## src/lease_table_oldest_replace_unit_assert.svh

```systemverilog
// Assertion macros used by the lease table sequencer (lto_scan).
`ifndef LEASE_TABLE_OLDEST_REPLACE_UNIT_ASSERT_SVH
`define LEASE_TABLE_OLDEST_REPLACE_UNIT_ASSERT_SVH

`ifndef ASSERT_OFF

// Implication or plain property, checked on clk_i outside of reset.
`define LTO_ASSERT(lbl, prop) \
  lbl: assert property (@(posedge clk_i) disable iff (!rst_ni) (prop)) \
    else $error("lease table assertion failed");

// Condition that must never hold outside of reset.
`define LTO_ASSERT_NEVER(lbl, cond) \
  lbl: assert property (@(posedge clk_i) disable iff (!rst_ni) !(cond)) \
    else $error("lease table forbidden condition seen");

`else

`define LTO_ASSERT(lbl, prop)
`define LTO_ASSERT_NEVER(lbl, cond)

`endif

`endif

```

## src/lto_pkg.sv

```systemverilog
// Types, widths and codes shared by the lease table modules.
package lto_pkg;

  localparam int unsigned DefSlots = 10;

  localparam int unsigned MacW     = 48;
  localparam int unsigned StampW   = 64;
  localparam int unsigned SlotW    = 4;
  localparam int unsigned HostW    = 8;
  localparam int unsigned PrefixW  = 24;
  localparam int unsigned IpW      = 32;
  localparam int unsigned OutcomeW = 2;
  localparam int unsigned ApbDataW = 32;
  localparam int unsigned ApbAddrW = 3;

  localparam logic [HostW-1:0]   BaseHostRst = 8'd231;
  localparam logic [PrefixW-1:0] PrefixRst   = 24'hC0A8C8;

  // Register select, taken from paddr[2].
  localparam logic RegBaseHost = 1'b0;
  localparam logic RegPrefix   = 1'b1;

  typedef enum logic [OutcomeW-1:0] {
    OUT_MATCH = 2'd0,
    OUT_EMPTY = 2'd1,
    OUT_EVICT = 2'd2
  } lto_outcome_e;

  typedef enum logic [1:0] {
    ST_IDLE,
    ST_SCAN,
    ST_WRITE,
    ST_OUT
  } lto_state_e;

  typedef struct packed {
    logic [MacW-1:0]   mac;
    logic [StampW-1:0] stamp;
  } lto_entry_t;

  typedef struct packed {
    logic [HostW-1:0]   base_host;
    logic [PrefixW-1:0] subnet_prefix;
  } lto_cfg_t;

endpackage

```

## src/lto_req_if.sv

```systemverilog
// Request channel: client address and current time.
interface lto_req_if
  import lto_pkg::*;
();
  logic              valid;
  logic              ready;
  logic [MacW-1:0]   mac_addr;
  logic [StampW-1:0] now_time;

  modport source (output valid, output mac_addr, output now_time, input ready);
  modport sink (input valid, input mac_addr, input now_time, output ready);
endinterface

```

## src/lto_rsp_if.sv

```systemverilog
// Result channel: chosen slot, assigned address and outcome.
interface lto_rsp_if
  import lto_pkg::*;
();
  logic                valid;
  logic                ready;
  logic [SlotW-1:0]    slot;
  logic [IpW-1:0]      lease_ip;
  logic [OutcomeW-1:0] outcome;

  modport source (output valid, output slot, output lease_ip, output outcome,
                  input ready);
  modport sink (input valid, input slot, input lease_ip, input outcome,
                output ready);
endinterface

```

## src/lease_table_oldest_replace_unit.sv

```systemverilog
// Lease table top level: one request at a time, slots scanned through a memory with one read port.
// A request's result follows the scan, the write-back and the output register; the scan makes
// one slot read per cycle until the first matching or free slot, else it reads all SLOTS slots.
// A new request is taken only after the last result is loaded into the output register.
// Reset: all slots read as empty, base_host = 231, subnet_prefix = 192.168.200.
// No clearing pass follows reset; the first request may be accepted at once.
module lease_table_oldest_replace_unit
  import lto_pkg::*;
#(
  parameter int unsigned SLOTS = DefSlots
) (
  input  logic                clk_i,
  input  logic                rst_ni,
  lto_req_if.sink             req,
  lto_rsp_if.source           rsp,
  input  logic                psel,
  input  logic                penable,
  input  logic                pwrite,
  input  logic [ApbAddrW-1:0] paddr,
  input  logic [ApbDataW-1:0] pwdata,
  output logic [ApbDataW-1:0] prdata,
  output logic                pready
);

  localparam int unsigned IdxW = (SLOTS > 1) ? $clog2(SLOTS) : 1;

  lto_cfg_t        cfg;
  logic            rd_en;
  logic [IdxW-1:0] rd_addr;
  lto_entry_t      rd_entry;
  logic            wr_en;
  logic [IdxW-1:0] wr_addr;
  lto_entry_t      wr_entry;

  lto_cfg_regs u_cfg (
    .clk_i   (clk_i),
    .rst_ni  (rst_ni),
    .psel    (psel),
    .penable (penable),
    .pwrite  (pwrite),
    .paddr   (paddr),
    .pwdata  (pwdata),
    .prdata  (prdata),
    .pready  (pready),
    .cfg_o   (cfg)
  );

  lto_slot_mem #(
    .SLOTS (SLOTS)
  ) u_mem (
    .clk_i      (clk_i),
    .rst_ni     (rst_ni),
    .rd_en_i    (rd_en),
    .rd_addr_i  (rd_addr),
    .rd_entry_o (rd_entry),
    .wr_en_i    (wr_en),
    .wr_addr_i  (wr_addr),
    .wr_entry_i (wr_entry)
  );

  lto_scan #(
    .SLOTS (SLOTS)
  ) u_scan (
    .clk_i      (clk_i),
    .rst_ni     (rst_ni),
    .req        (req),
    .rsp        (rsp),
    .cfg_i      (cfg),
    .rd_en_o    (rd_en),
    .rd_addr_o  (rd_addr),
    .rd_entry_i (rd_entry),
    .wr_en_o    (wr_en),
    .wr_addr_o  (wr_addr),
    .wr_entry_o (wr_entry)
  );

endmodule

```

## src/lto_cfg_regs.sv

```systemverilog
// APB register block holding the host octet base and the subnet prefix.
module lto_cfg_regs
  import lto_pkg::*;
(
  input  logic                clk_i,
  input  logic                rst_ni,
  input  logic                psel,
  input  logic                penable,
  input  logic                pwrite,
  input  logic [ApbAddrW-1:0] paddr,
  input  logic [ApbDataW-1:0] pwdata,
  output logic [ApbDataW-1:0] prdata,
  output logic                pready,
  output lto_cfg_t            cfg_o
);

  lto_cfg_t cfg_q;
  logic     wr_en;

  assign pready = 1'b1;
  assign wr_en  = psel && penable && pwrite;
  assign cfg_o  = cfg_q;

  always_ff @(posedge clk_i or negedge rst_ni) begin
    if (!rst_ni) begin
      cfg_q.base_host     <= BaseHostRst;
      cfg_q.subnet_prefix <= PrefixRst;
    end else if (wr_en) begin
      unique case (paddr[2])
        RegBaseHost: cfg_q.base_host     <= pwdata[HostW-1:0];
        RegPrefix:   cfg_q.subnet_prefix <= pwdata[PrefixW-1:0];
        default:     ;
      endcase
    end
  end

  always_comb begin
    unique case (paddr[2])
      RegBaseHost: prdata = {{(ApbDataW-HostW){1'b0}}, cfg_q.base_host};
      RegPrefix:   prdata = {{(ApbDataW-PrefixW){1'b0}}, cfg_q.subnet_prefix};
      default:     prdata = '0;
    endcase
  end

endmodule

```

## src/lto_slot_mem.sv

```systemverilog
// Slot memory with one registered read port, one write port and per-slot valid bits.
module lto_slot_mem
  import lto_pkg::*;
#(
  parameter int unsigned SLOTS = DefSlots,
  localparam int unsigned IdxW = (SLOTS > 1) ? $clog2(SLOTS) : 1
) (
  input  logic            clk_i,
  input  logic            rst_ni,
  input  logic            rd_en_i,
  input  logic [IdxW-1:0] rd_addr_i,
  output lto_entry_t      rd_entry_o,
  input  logic            wr_en_i,
  input  logic [IdxW-1:0] wr_addr_i,
  input  lto_entry_t      wr_entry_i
);

  lto_entry_t       mem_q [SLOTS];
  logic [SLOTS-1:0] valid_q;
  lto_entry_t       rd_data_q;
  logic             rd_valid_q;

  always_ff @(posedge clk_i) begin
    if (wr_en_i) begin
      mem_q[wr_addr_i] <= wr_entry_i;
    end
    if (rd_en_i) begin
      rd_data_q <= mem_q[rd_addr_i];
    end
  end

  // A slot never written since reset reads as all zero.
  always_ff @(posedge clk_i or negedge rst_ni) begin
    if (!rst_ni) begin
      valid_q    <= '0;
      rd_valid_q <= 1'b0;
    end else begin
      if (wr_en_i) begin
        valid_q[wr_addr_i] <= 1'b1;
      end
      if (rd_en_i) begin
        rd_valid_q <= valid_q[rd_addr_i];
      end
    end
  end

  assign rd_entry_o = rd_valid_q ? rd_data_q : '0;

endmodule

```

## src/lto_scan.sv

```systemverilog
// Request sequencer: scans the slots one per cycle, writes back the choice, drives the result.
`include "lease_table_oldest_replace_unit_assert.svh"

module lto_scan
  import lto_pkg::*;
#(
  parameter int unsigned SLOTS = DefSlots,
  localparam int unsigned IdxW = (SLOTS > 1) ? $clog2(SLOTS) : 1
) (
  input  logic            clk_i,
  input  logic            rst_ni,
  lto_req_if.sink         req,
  lto_rsp_if.source       rsp,
  input  lto_cfg_t        cfg_i,
  output logic            rd_en_o,
  output logic [IdxW-1:0] rd_addr_o,
  input  lto_entry_t      rd_entry_i,
  output logic            wr_en_o,
  output logic [IdxW-1:0] wr_addr_o,
  output lto_entry_t      wr_entry_o
);

  localparam logic [IdxW-1:0] LastIdx = IdxW'(SLOTS - 1);

  lto_state_e        state_q, state_d;
  logic [IdxW-1:0]   idx_q;
  logic [MacW-1:0]   mac_q;
  logic [StampW-1:0] stamp_q;
  logic [StampW-1:0] min_stamp_q;
  logic [IdxW-1:0]   min_idx_q;
  logic [IdxW-1:0]   pick_q;
  lto_outcome_e      kind_q;
  logic              out_valid_q;
  logic [SlotW-1:0]  out_slot_q;
  logic [IpW-1:0]    out_ip_q;
  lto_outcome_e      out_kind_q;

  logic             accept;
  logic             hit_match;
  logic             hit_empty;
  logic             hit;
  logic             last;
  logic             new_min;
  logic             out_load;
  logic [HostW-1:0] host_oct;

  assign accept    = req.valid && req.ready;
  assign hit_match = (rd_entry_i.mac == mac_q);
  assign hit_empty = (rd_entry_i.mac == '0);
  assign hit       = hit_match || hit_empty;
  assign last      = (idx_q == LastIdx);
  assign new_min   = (idx_q == '0) || (rd_entry_i.stamp < min_stamp_q);
  assign out_load  = (state_q == ST_OUT) && (!out_valid_q || rsp.ready);
  assign host_oct  = cfg_i.base_host + HostW'(pick_q);

  always_comb begin
    state_d = state_q;
    unique case (state_q)
      ST_IDLE:  if (accept) state_d = ST_SCAN;
      ST_SCAN:  if (hit || last) state_d = ST_WRITE;
      ST_WRITE: state_d = ST_OUT;
      ST_OUT:   if (out_load) state_d = ST_IDLE;
      default:  state_d = ST_IDLE;
    endcase
  end

  always_comb begin
    req.ready  = (state_q == ST_IDLE);
    rd_en_o    = accept || ((state_q == ST_SCAN) && !hit && !last);
    rd_addr_o  = (state_q == ST_SCAN) ? idx_q + 1'b1 : '0;
    wr_en_o    = (state_q == ST_WRITE);
    wr_addr_o  = pick_q;
    wr_entry_o = '{mac: mac_q, stamp: stamp_q};
  end

  always_ff @(posedge clk_i or negedge rst_ni) begin
    if (!rst_ni) begin
      state_q     <= ST_IDLE;
      out_valid_q <= 1'b0;
    end else begin
      state_q <= state_d;
      if (out_load) begin
        out_valid_q <= 1'b1;
      end else if (rsp.ready) begin
        out_valid_q <= 1'b0;
      end
    end
  end

  always_ff @(posedge clk_i) begin
    if (accept) begin
      mac_q   <= req.mac_addr;
      stamp_q <= req.now_time;
      idx_q   <= '0;
    end
    if (state_q == ST_SCAN) begin
      if (new_min) begin
        min_stamp_q <= rd_entry_i.stamp;
        min_idx_q   <= idx_q;
      end
      if (hit) begin
        pick_q <= idx_q;
        kind_q <= hit_match ? OUT_MATCH : OUT_EMPTY;
      end else if (last) begin
        // No match and no free slot: the oldest stamp loses its slot.
        pick_q <= new_min ? idx_q : min_idx_q;
        kind_q <= OUT_EVICT;
      end else begin
        idx_q <= idx_q + 1'b1;
      end
    end
    if (out_load) begin
      out_slot_q <= SlotW'(pick_q);
      out_ip_q   <= {cfg_i.subnet_prefix, host_oct};
      out_kind_q <= kind_q;
    end
  end

  assign rsp.valid    = out_valid_q;
  assign rsp.slot     = out_slot_q;
  assign rsp.lease_ip = out_ip_q;
  assign rsp.outcome  = out_kind_q;

  `LTO_ASSERT(a_wr_in_range, wr_en_o |-> (wr_addr_o <= LastIdx))
  `LTO_ASSERT(a_evict_full_scan, ((state_q == ST_WRITE) && (kind_q == OUT_EVICT)) |-> last)
  `LTO_ASSERT(a_rsp_after_write, $rose(out_valid_q) |-> $past(state_q == ST_OUT))
  `LTO_ASSERT(a_accept_starts_scan, accept |=> (state_q == ST_SCAN))
  `LTO_ASSERT_NEVER(a_no_read_while_write, rd_en_o && wr_en_o)

endmodule
```

## src/flat_wrapper.sv

```systemverilog
// flat-port wrapper written by rule: the top's interface ports become plain ports
module lease_table_oldest_replace_unit_flat import lto_pkg::*;
#(
  parameter int unsigned SLOTS = DefSlots
)
  (clk_i, rst_ni, psel, penable, pwrite, paddr, pwdata, prdata, pready, req_valid, req_mac_addr, req_now_time, req_ready, rsp_valid, rsp_slot, rsp_lease_ip, rsp_outcome, rsp_ready);
  lto_req_if req_i ();
  lto_rsp_if rsp_i ();
  input  logic clk_i;
  input  logic rst_ni;
  input  logic psel;
  input  logic penable;
  input  logic pwrite;
  input  logic [ApbAddrW-1:0] paddr;
  input  logic [ApbDataW-1:0] pwdata;
  output logic [ApbDataW-1:0] prdata;
  output logic pready;
  input wire logic [$bits(req_i.valid)-1:0] req_valid;
  input wire logic [$bits(req_i.mac_addr)-1:0] req_mac_addr;
  input wire logic [$bits(req_i.now_time)-1:0] req_now_time;
  output wire logic [$bits(req_i.ready)-1:0] req_ready;
  output wire logic [$bits(rsp_i.valid)-1:0] rsp_valid;
  output wire logic [$bits(rsp_i.slot)-1:0] rsp_slot;
  output wire logic [$bits(rsp_i.lease_ip)-1:0] rsp_lease_ip;
  output wire logic [$bits(rsp_i.outcome)-1:0] rsp_outcome;
  input wire logic [$bits(rsp_i.ready)-1:0] rsp_ready;
  assign req_i.valid = req_valid;
  assign req_i.mac_addr = req_mac_addr;
  assign req_i.now_time = req_now_time;
  assign req_ready = req_i.ready;
  assign rsp_valid = rsp_i.valid;
  assign rsp_slot = rsp_i.slot;
  assign rsp_lease_ip = rsp_i.lease_ip;
  assign rsp_outcome = rsp_i.outcome;
  assign rsp_i.ready = rsp_ready;
  lease_table_oldest_replace_unit #(.SLOTS(SLOTS)) u_core (.clk_i(clk_i), .rst_ni(rst_ni), .req(req_i), .rsp(rsp_i), .psel(psel), .penable(penable), .pwrite(pwrite), .paddr(paddr), .pwdata(pwdata), .prdata(prdata), .pready(pready));
endmodule
```

## config.mk

```make
export PLATFORM = sky130hd
export DESIGN_NAME = lease_table_oldest_replace_unit_flat
export DESIGN_NICKNAME = d
export VERILOG_FILES = /design/src/lto_pkg.sv /design/src/lto_req_if.sv /design/src/lto_rsp_if.sv /design/src/lease_table_oldest_replace_unit.sv /design/src/lto_cfg_regs.sv /design/src/lto_slot_mem.sv /design/src/lto_scan.sv /design/src/flat_wrapper.sv
export VERILOG_INCLUDE_DIRS = /design/src /design/src/src
export SDC_FILE = /design/constraint.sdc
export NUM_CORES = 2
export LEC_CHECK = 0
export BUFFER_PORTS_ARGS = -buffer_cell sky130_fd_sc_hd__buf_4
export CAP_MARGIN = 20
export CORE_UTILIZATION = 56
export CTS_CLUSTER_DIAMETER = 100
export DETAILED_ROUTE_END_ITERATION = 8
export HOLD_SLACK_MARGIN = 0.15
export MAX_ROUTING_LAYER = met4
export PLACE_DENSITY_LB_ADDON = 0.25
export SKIP_LAST_GASP = 1
export SLEW_MARGIN = 20
export SYNTH_ARGS = -nofsm -noshare
export SYNTH_HDL_FRONTEND = slang
export SYNTH_HIERARCHICAL = 1
export SYNTH_SLANG_ARGS = --single-unit
```

## constraint.sdc

```tcl
create_clock -name clk_i -period 22.2 [get_ports clk_i]
set_input_delay 5.55 -clock clk_i [delete_from_list [all_inputs] [get_ports clk_i]]
set_output_delay 5.55 -clock clk_i [all_outputs]
set_load 0.01 [all_outputs]
```

Yosys cells after proc, flatten, opt, wreduce, memory -nomap -nowiden
Memory sizes are Yosys's and may differ from the RTL's. A register that Yosys moved wholly into a read port is not among the register bits.
Cells that the tools add are included.
Widths: inputs -> output; s select.

word-level totals
  bits in registers = 274
  latch bits = 0
  bits in writable memories = 1120
  ROM bits = 0
  input bits = 154
  logic and storage cells = 83
  memories = 1

cells by class
  $add $sub $neg = 2
  multipliers = 0
  divide/modulo/power cells = 0
  order comparisons = 4
  equal/unequal tests = 8
  shift-type cells = 0
  muxes and demuxes = 25
  bitwise operators = 2
  reduce and logical (&&, ||, !) cells = 25

memories
  name                words  width  rd ports  clocked after memory_dff  wr ports  line                source
  u_core.u_mem.mem_q  10     112    1         1                         1         lto_slot_mem.sv:18  lto_entry_t mem_q [SLOTS];

operators by type and width
  operator             number
  $mux 112             1
  $lt 64x64->1         1
  $pmux 32 s2          1
  $eq 48x48->1         1
  $logic_not 48->1     1
  $mux 4               8
  $lt 4x5->1 const B   2
  $mux 2               5
  $or 10x10->10        1
  $add 8x4->8          1
  $pmux 2 s4           1
  $reduce_and 2->1     4
  $logic_and 1x1->1    7
  $mux 1               7
  $logic_or 1x1->1     5
  $add 4x1->4 const B  1
  $bmux 1 s4           1
  $demux 1 s4          1
  $eq 2x2->1 const B   2
  $eq 4x4->1 const B   1
  $ge 4x1->1 const B   1
  $logic_not 4->1      1
  $ne 2x2->1 const B   2
  $reduce_bool 2->1    2
  6 further kinds      8

Depth between registers and ports, before layout
  word-level depth = 7
  mapped depth = 12

Cells and area by module
Netlist, hierarchy kept.

modules (own cells, without submodules)
  module        times used  cells an instance  area each (µm²)  seq. area each (µm²)
  lto_slot_mem  1           2192               46637.2          37270.7
  lto_scan      1           636                9829.4           6881.6
  lto_cfg_regs  1           106                1602.8           818.3

Least setup slack after synthesis
Ideal clock, no wire load.

  path type = input-to-reg
  start = input port req_valid
  end = register u_core.u_mem.rd_valid_q
  arrival = 12.222 ns
  data required time = 22.054 ns
  path slack = 9.832 ns
  cell stages on the path = 6
  path through = and2_1 > clkbuf_1 > nand2b_1 > nor2b_1 > a41oi_1 > o41ai_1

between the ends
  cells in the longest elaborated chain, start to end = 2

ends and longest elaborated chain
  what                      line                                   source
  start: declaration        flat_wrapper.sv:18                     input wire logic [$bits(req_i.valid)-1:0] req_valid;
  $logic_and 1x1->1         lto_scan.sv:47                         assign accept = req.valid && req.ready;
  via u_core.u_scan.accept  lto_scan.sv:38                         logic accept;
  $logic_or 1x1->1          lto_scan.sv:69                         rd_en_o = accept || ((state_q == ST_SCAN) && !hit && !last);
  via u_core.rd_en          lease_table_oldest_replace_unit.sv:28  logic rd_en;
  end signal: assignment    lto_slot_mem.sv:42                     rd_valid_q <= valid_q[rd_addr_i];
  end: declaration          lto_slot_mem.sv:21                     logic rd_valid_q;

The timed path passes the listed nets, and every way through them passes these cells.
A chain may end at the register's enable or synchronous reset.

Worst setup path in the final report
  start = input port paddr[2]
  end = output port prdata[7]

between the ends
  cells in the longest elaborated chain, start to end = 2

ends and longest elaborated chain
  what                 line                source
  start: declaration   flat_wrapper.sv:14  input logic [ApbAddrW-1:0] paddr;
  $not 1->1 (no line)  n/a
  $pmux 32 s2 *        lto_cfg_regs.sv:38  unique case (paddr[2])
  end: declaration     flat_wrapper.sv:16  output logic [ApbDataW-1:0] prdata;

Mark *: on every way between the ends. The rest lies on a longest branch, timed or not. The select of a mux whose other input is x is not followed.

==> results.sh <==
export IMPL_outcome="completed"
export IMPL_layout_common_cells="1,456 x edfxtp_1, 230 x buf_4, 225 x mux4_2"
export IMPL_htree_levels=4
export IMPL_insertion_delay_ns=0.75
export IMPL_drtIter0Drc=2659
export IMPL_dp_hpwl_um=60490
export IMPL_wl_per_cell_um=25.65
export IMPL_antenna_found_initial=4
export IMPL_dieArea_sq_mm=0.1050
export IMPL_worstPathArrival_ns=6.36
export IMPL_crit_required_ns=16.65
export IMPL_regArea_sq_mm=0.04497
export IMPL_vias=28110
export IMPL_setup_violations=0
export IMPL_dr_pass1_iters=5
export IMPL_ant_nets=0
export IMPL_gp_congestion=0.7689
export IMPL_layout_drive_gt1_share_pct=23.47
export IMPL_grt_pass1_wl_um=180400
export IMPL_tightest_slew_ns=1.145
export IMPL_final_common_cell="edfxtp_1"
export IMPL_clockBufferDepth=3
export IMPL_leakagePower_nw=21.82
export IMPL_synth_edff_count=1456
export IMPL_port_buffers=207
export IMPL_cap_violations=0
export IMPL_min_path_type="reg2reg"
export IMPL_cp_max_fo=26
export IMPL_synth_cells=2934
export IMPL_p_clk_share_pct=30.3
export IMPL_synth_seq_cells=1506
export IMPL_yosysWarnings=6
export IMPL_top_layer="met4"
export IMPL_num_io_pins=227
export IMPL_fmax_mhz=84.00
export IMPL_rsz0062_at_grt="false"
export IMPL_die_y_um=324.0
export IMPL_nets=3423
export IMPL_ctsResizeCount=0
export IMPL_worst_slack_ns=10.29
export IMPL_initial_core_util_pct=56.75
export IMPL_period_needed_ns=11.91
export IMPL_routed_wl_um=120000
export IMPL_multi_input_area_sq_mm=0.01229
export IMPL_skew_ns=0.02718
export IMPL_synth_compound_area_share_pct=3.676
export IMPL_clock_sinks=1506
export IMPL_vias_per_cell=6.005
export IMPL_timing_hold_ws_ns=0.4188
export IMPL_finalPower_mw=8.031
export IMPL_clk_pin_slew_ns=0.06
export IMPL_synth_simple_area_share_pct=4.921
export IMPL_synth_fa_ha_area_share_pct=1.629
export IMPL_cp_start_kind="input pin"
export IMPL_p_comb_share_pct=22.1
export IMPL_grt_start_max_net_pins=163
export IMPL_area_delta_synth_final_pct=13.52
export IMPL_synth_ff_type="edfxtp_1"
export IMPL_seqPwrFrac_pct=47.6
export IMPL_die_w_um=324.0
export IMPL_fp_row_count=117
export IMPL_wl_met3_um=7838
export IMPL_drc=0
export IMPL_cts_buffers=151
export IMPL_syn_area_per_cell_sq_um=19.79
export IMPL_synth_mux_area_share_pct=9.840
export IMPL_fillCellCount=6753
export IMPL_cts_tree="built"
export IMPL_synth_top_family_by_area="multiplexers"
export IMPL_p_int_mw=5.771
export IMPL_ys_types=66
export IMPL_powerDensity_mw_per_mm2=121.8
export IMPL_finalSetupTns_ns=0
export IMPL_slew_violations=0
export IMPL_hold_viol=0
export IMPL_post_cts_setup_buffers=0
export IMPL_crit_type="in2out"
export IMPL_gr_total_overflow=0
export IMPL_hold_buffers=0
export IMPL_root_buffer="clkbuf_16"
export IMPL_met2_length_um=60330
export IMPL_slew_headroom_pct=23.65
export IMPL_dp_slack_ns=10.30
export IMPL_yosysSeqAreaShare_pct=77.44
export IMPL_design_area_sq_mm=0.06592
export IMPL_max_vdd_ir_drop_mv=0.09058
export IMPL_synth_xor_area_share_pct=0.8446
export IMPL_async_reset_ff_share_pct=3.054
export IMPL_netlist_area_sq_mm=0.05807
export IMPL_core_area_sq_mm=0.1023
export IMPL_end_kind="output port"
export IMPL_m1WireLength_um=48950
export IMPL_track_usage_pct=24.17
export IMPL_switchingPower_mw=2.259
export IMPL_final_period_utilization_pct=53.63
export IMPL_switching_share_pct=28.13
export IMPL_grt_pass1_vias=29330
export IMPL_place_area_sq_mm=0.06116
cells in the mapped netlist, types with 8 or more instances:
cell	instances	area share (%)
and2_1	135	1.5
nor2_1	22	0.14
o211ai_1	113	1.5
o21ai_0	13	0.11
mux4_2	225	8.7
nand2_1	139	0.90
or2_2	10	0.11
nand2b_1	126	1.4
dfrtp_1	32	1.4
mux2_2	24	0.47
buf_2	44	0.38
nor4_1	17	0.18
a22oi_1	115	1.5
nand4_1	24	0.26
dfstp_2	14	0.63
xnor2_1	54	0.81
a21oi_1	30	0.26
buf_1	8	0.052
ha_1	74	1.6
clkbuf_1	71	0.46
nand3_1	9	0.078
edfxtp_1	1456	75
mux2_4	20	0.52
buf_4	10	0.13
inv_1	74	0.48
critical path: stages:
cell    delay, ns
buf_4        0.27
mux2_2       0.38
buf_4        0.14
area by class of cell:
cell class | count | area share (%)
inverters | 74 | 0.4214
flip-flops and latches | 1506 | 68.22
clock inverters | 89 | 1.139
multi-input cells | 1221 | 18.65
clock buffers | 181 | 6.032
well taps | 1368 | 2.597
repair buffers | 240 | 2.934
diodes | 2 | 0.007592
metrics by stage:
step / cells / util, %
floorplan: 2941 / -
global placement: 4408 / 59.77
detailed placement: 4408 / 59.77
CTS: 4678 / 64.39
global route: 4681 / 64.42
finish: 4681 / 64.42
cell families after synthesis:
| logic type | count (synthesis) |
|---|---|
| AOI/OAI and AO/OA | 294 |
| xor gates and xnor gates | 56 |
| adders and majority gates | 75 |
| buffers and inverters | 214 |
| DFF | 1506 |
| muxes | 276 |
| other | 2 |
| and+or+nand+nor | 511 |
power by group through the flow:
| stage | combinational (mW) | sequential [mW] | clock (mW) |
|---|---|---|---|
| 2_1_floorplan | 1.26 | 3.85 | 0 |
| 3_3_place_gp | 1.73 | 3.85 | 0 |
| 3_5_place_dp | 1.78 | 3.88 | 0 |
| 4_1_cts | 1.79 | 3.82 | 2.48 |
| 5_1_grt | 1.94 | 3.86 | 2.59 |
| 6_report | 1.78 | 3.82 | 2.43 |
worst paths after layout:
check / cells past startpoint / endpoint / slack (ns) / start
hold reg to reg: 0 / u_core/u_scan/rsp.outcome[0]$_DFFE_PP_ / 0.42 / u_core/u_scan/kind_q[0]$_SDFFCE_PN0P_
setup / recovery: 3 / prdata[7] / 10.29 / paddr[2]
min in group asynchronous: 1 / u_core/u_cfg/cfg_o[4]$_DFFE_PN0P_ / 4.83 / rst_ni
setup reg to reg: 10 / u_core/u_mem/rd_data_q[58]$_DFFE_PP_ / 16.68 / u_core/u_scan/state_q[1]$_DFFE_PN0P_
hold / removal: 0 / u_core/u_scan/rsp.outcome[0]$_DFFE_PP_ / 0.42 / u_core/u_scan/kind_q[0]$_SDFFCE_PN0P_
max in group asynchronous: 1 / u_core/u_mem/rd_valid_q$_DFFE_PN0P_ / 16.90 / rst_ni
per-layer routing:
metal | vias up | GRT usage (%)
met4 | 0 | 7.075
met1 | 14660 | 32.49
li1 | 12230 | -
met2 | 1001 | 38.52
met3 | 223 | 3.940
met5 | - | -
sequential cells by signal, summed over array words and instances (netlist names):
register and cells:
u_core/u_scan/stamp_q 64, u_core/u_mem/mem_q 1120, u_core/u_scan/min_idx_q 4, u_core/u_mem/rd_data_q 112, u_core/u_scan/wr_addr_o 4, u_core/u_cfg/cfg_o 32
u_core/u_scan/rsp.outcome 2, u_core/u_scan/rsp.slot 4, u_core/u_mem/valid_q 10, u_core/u_scan/min_stamp_q 64, u_core/u_scan/rsp.lease_ip 32, u_core/u_scan/mac_q 48
u_core/u_scan/idx_q 4, u_core/u_scan/state_q 2, u_core/u_mem/rd_valid_q 1, u_core/u_scan/kind_q 2, u_core/u_scan/rsp.valid 1
Note: power is estimated with default switching activity, not from simulation.
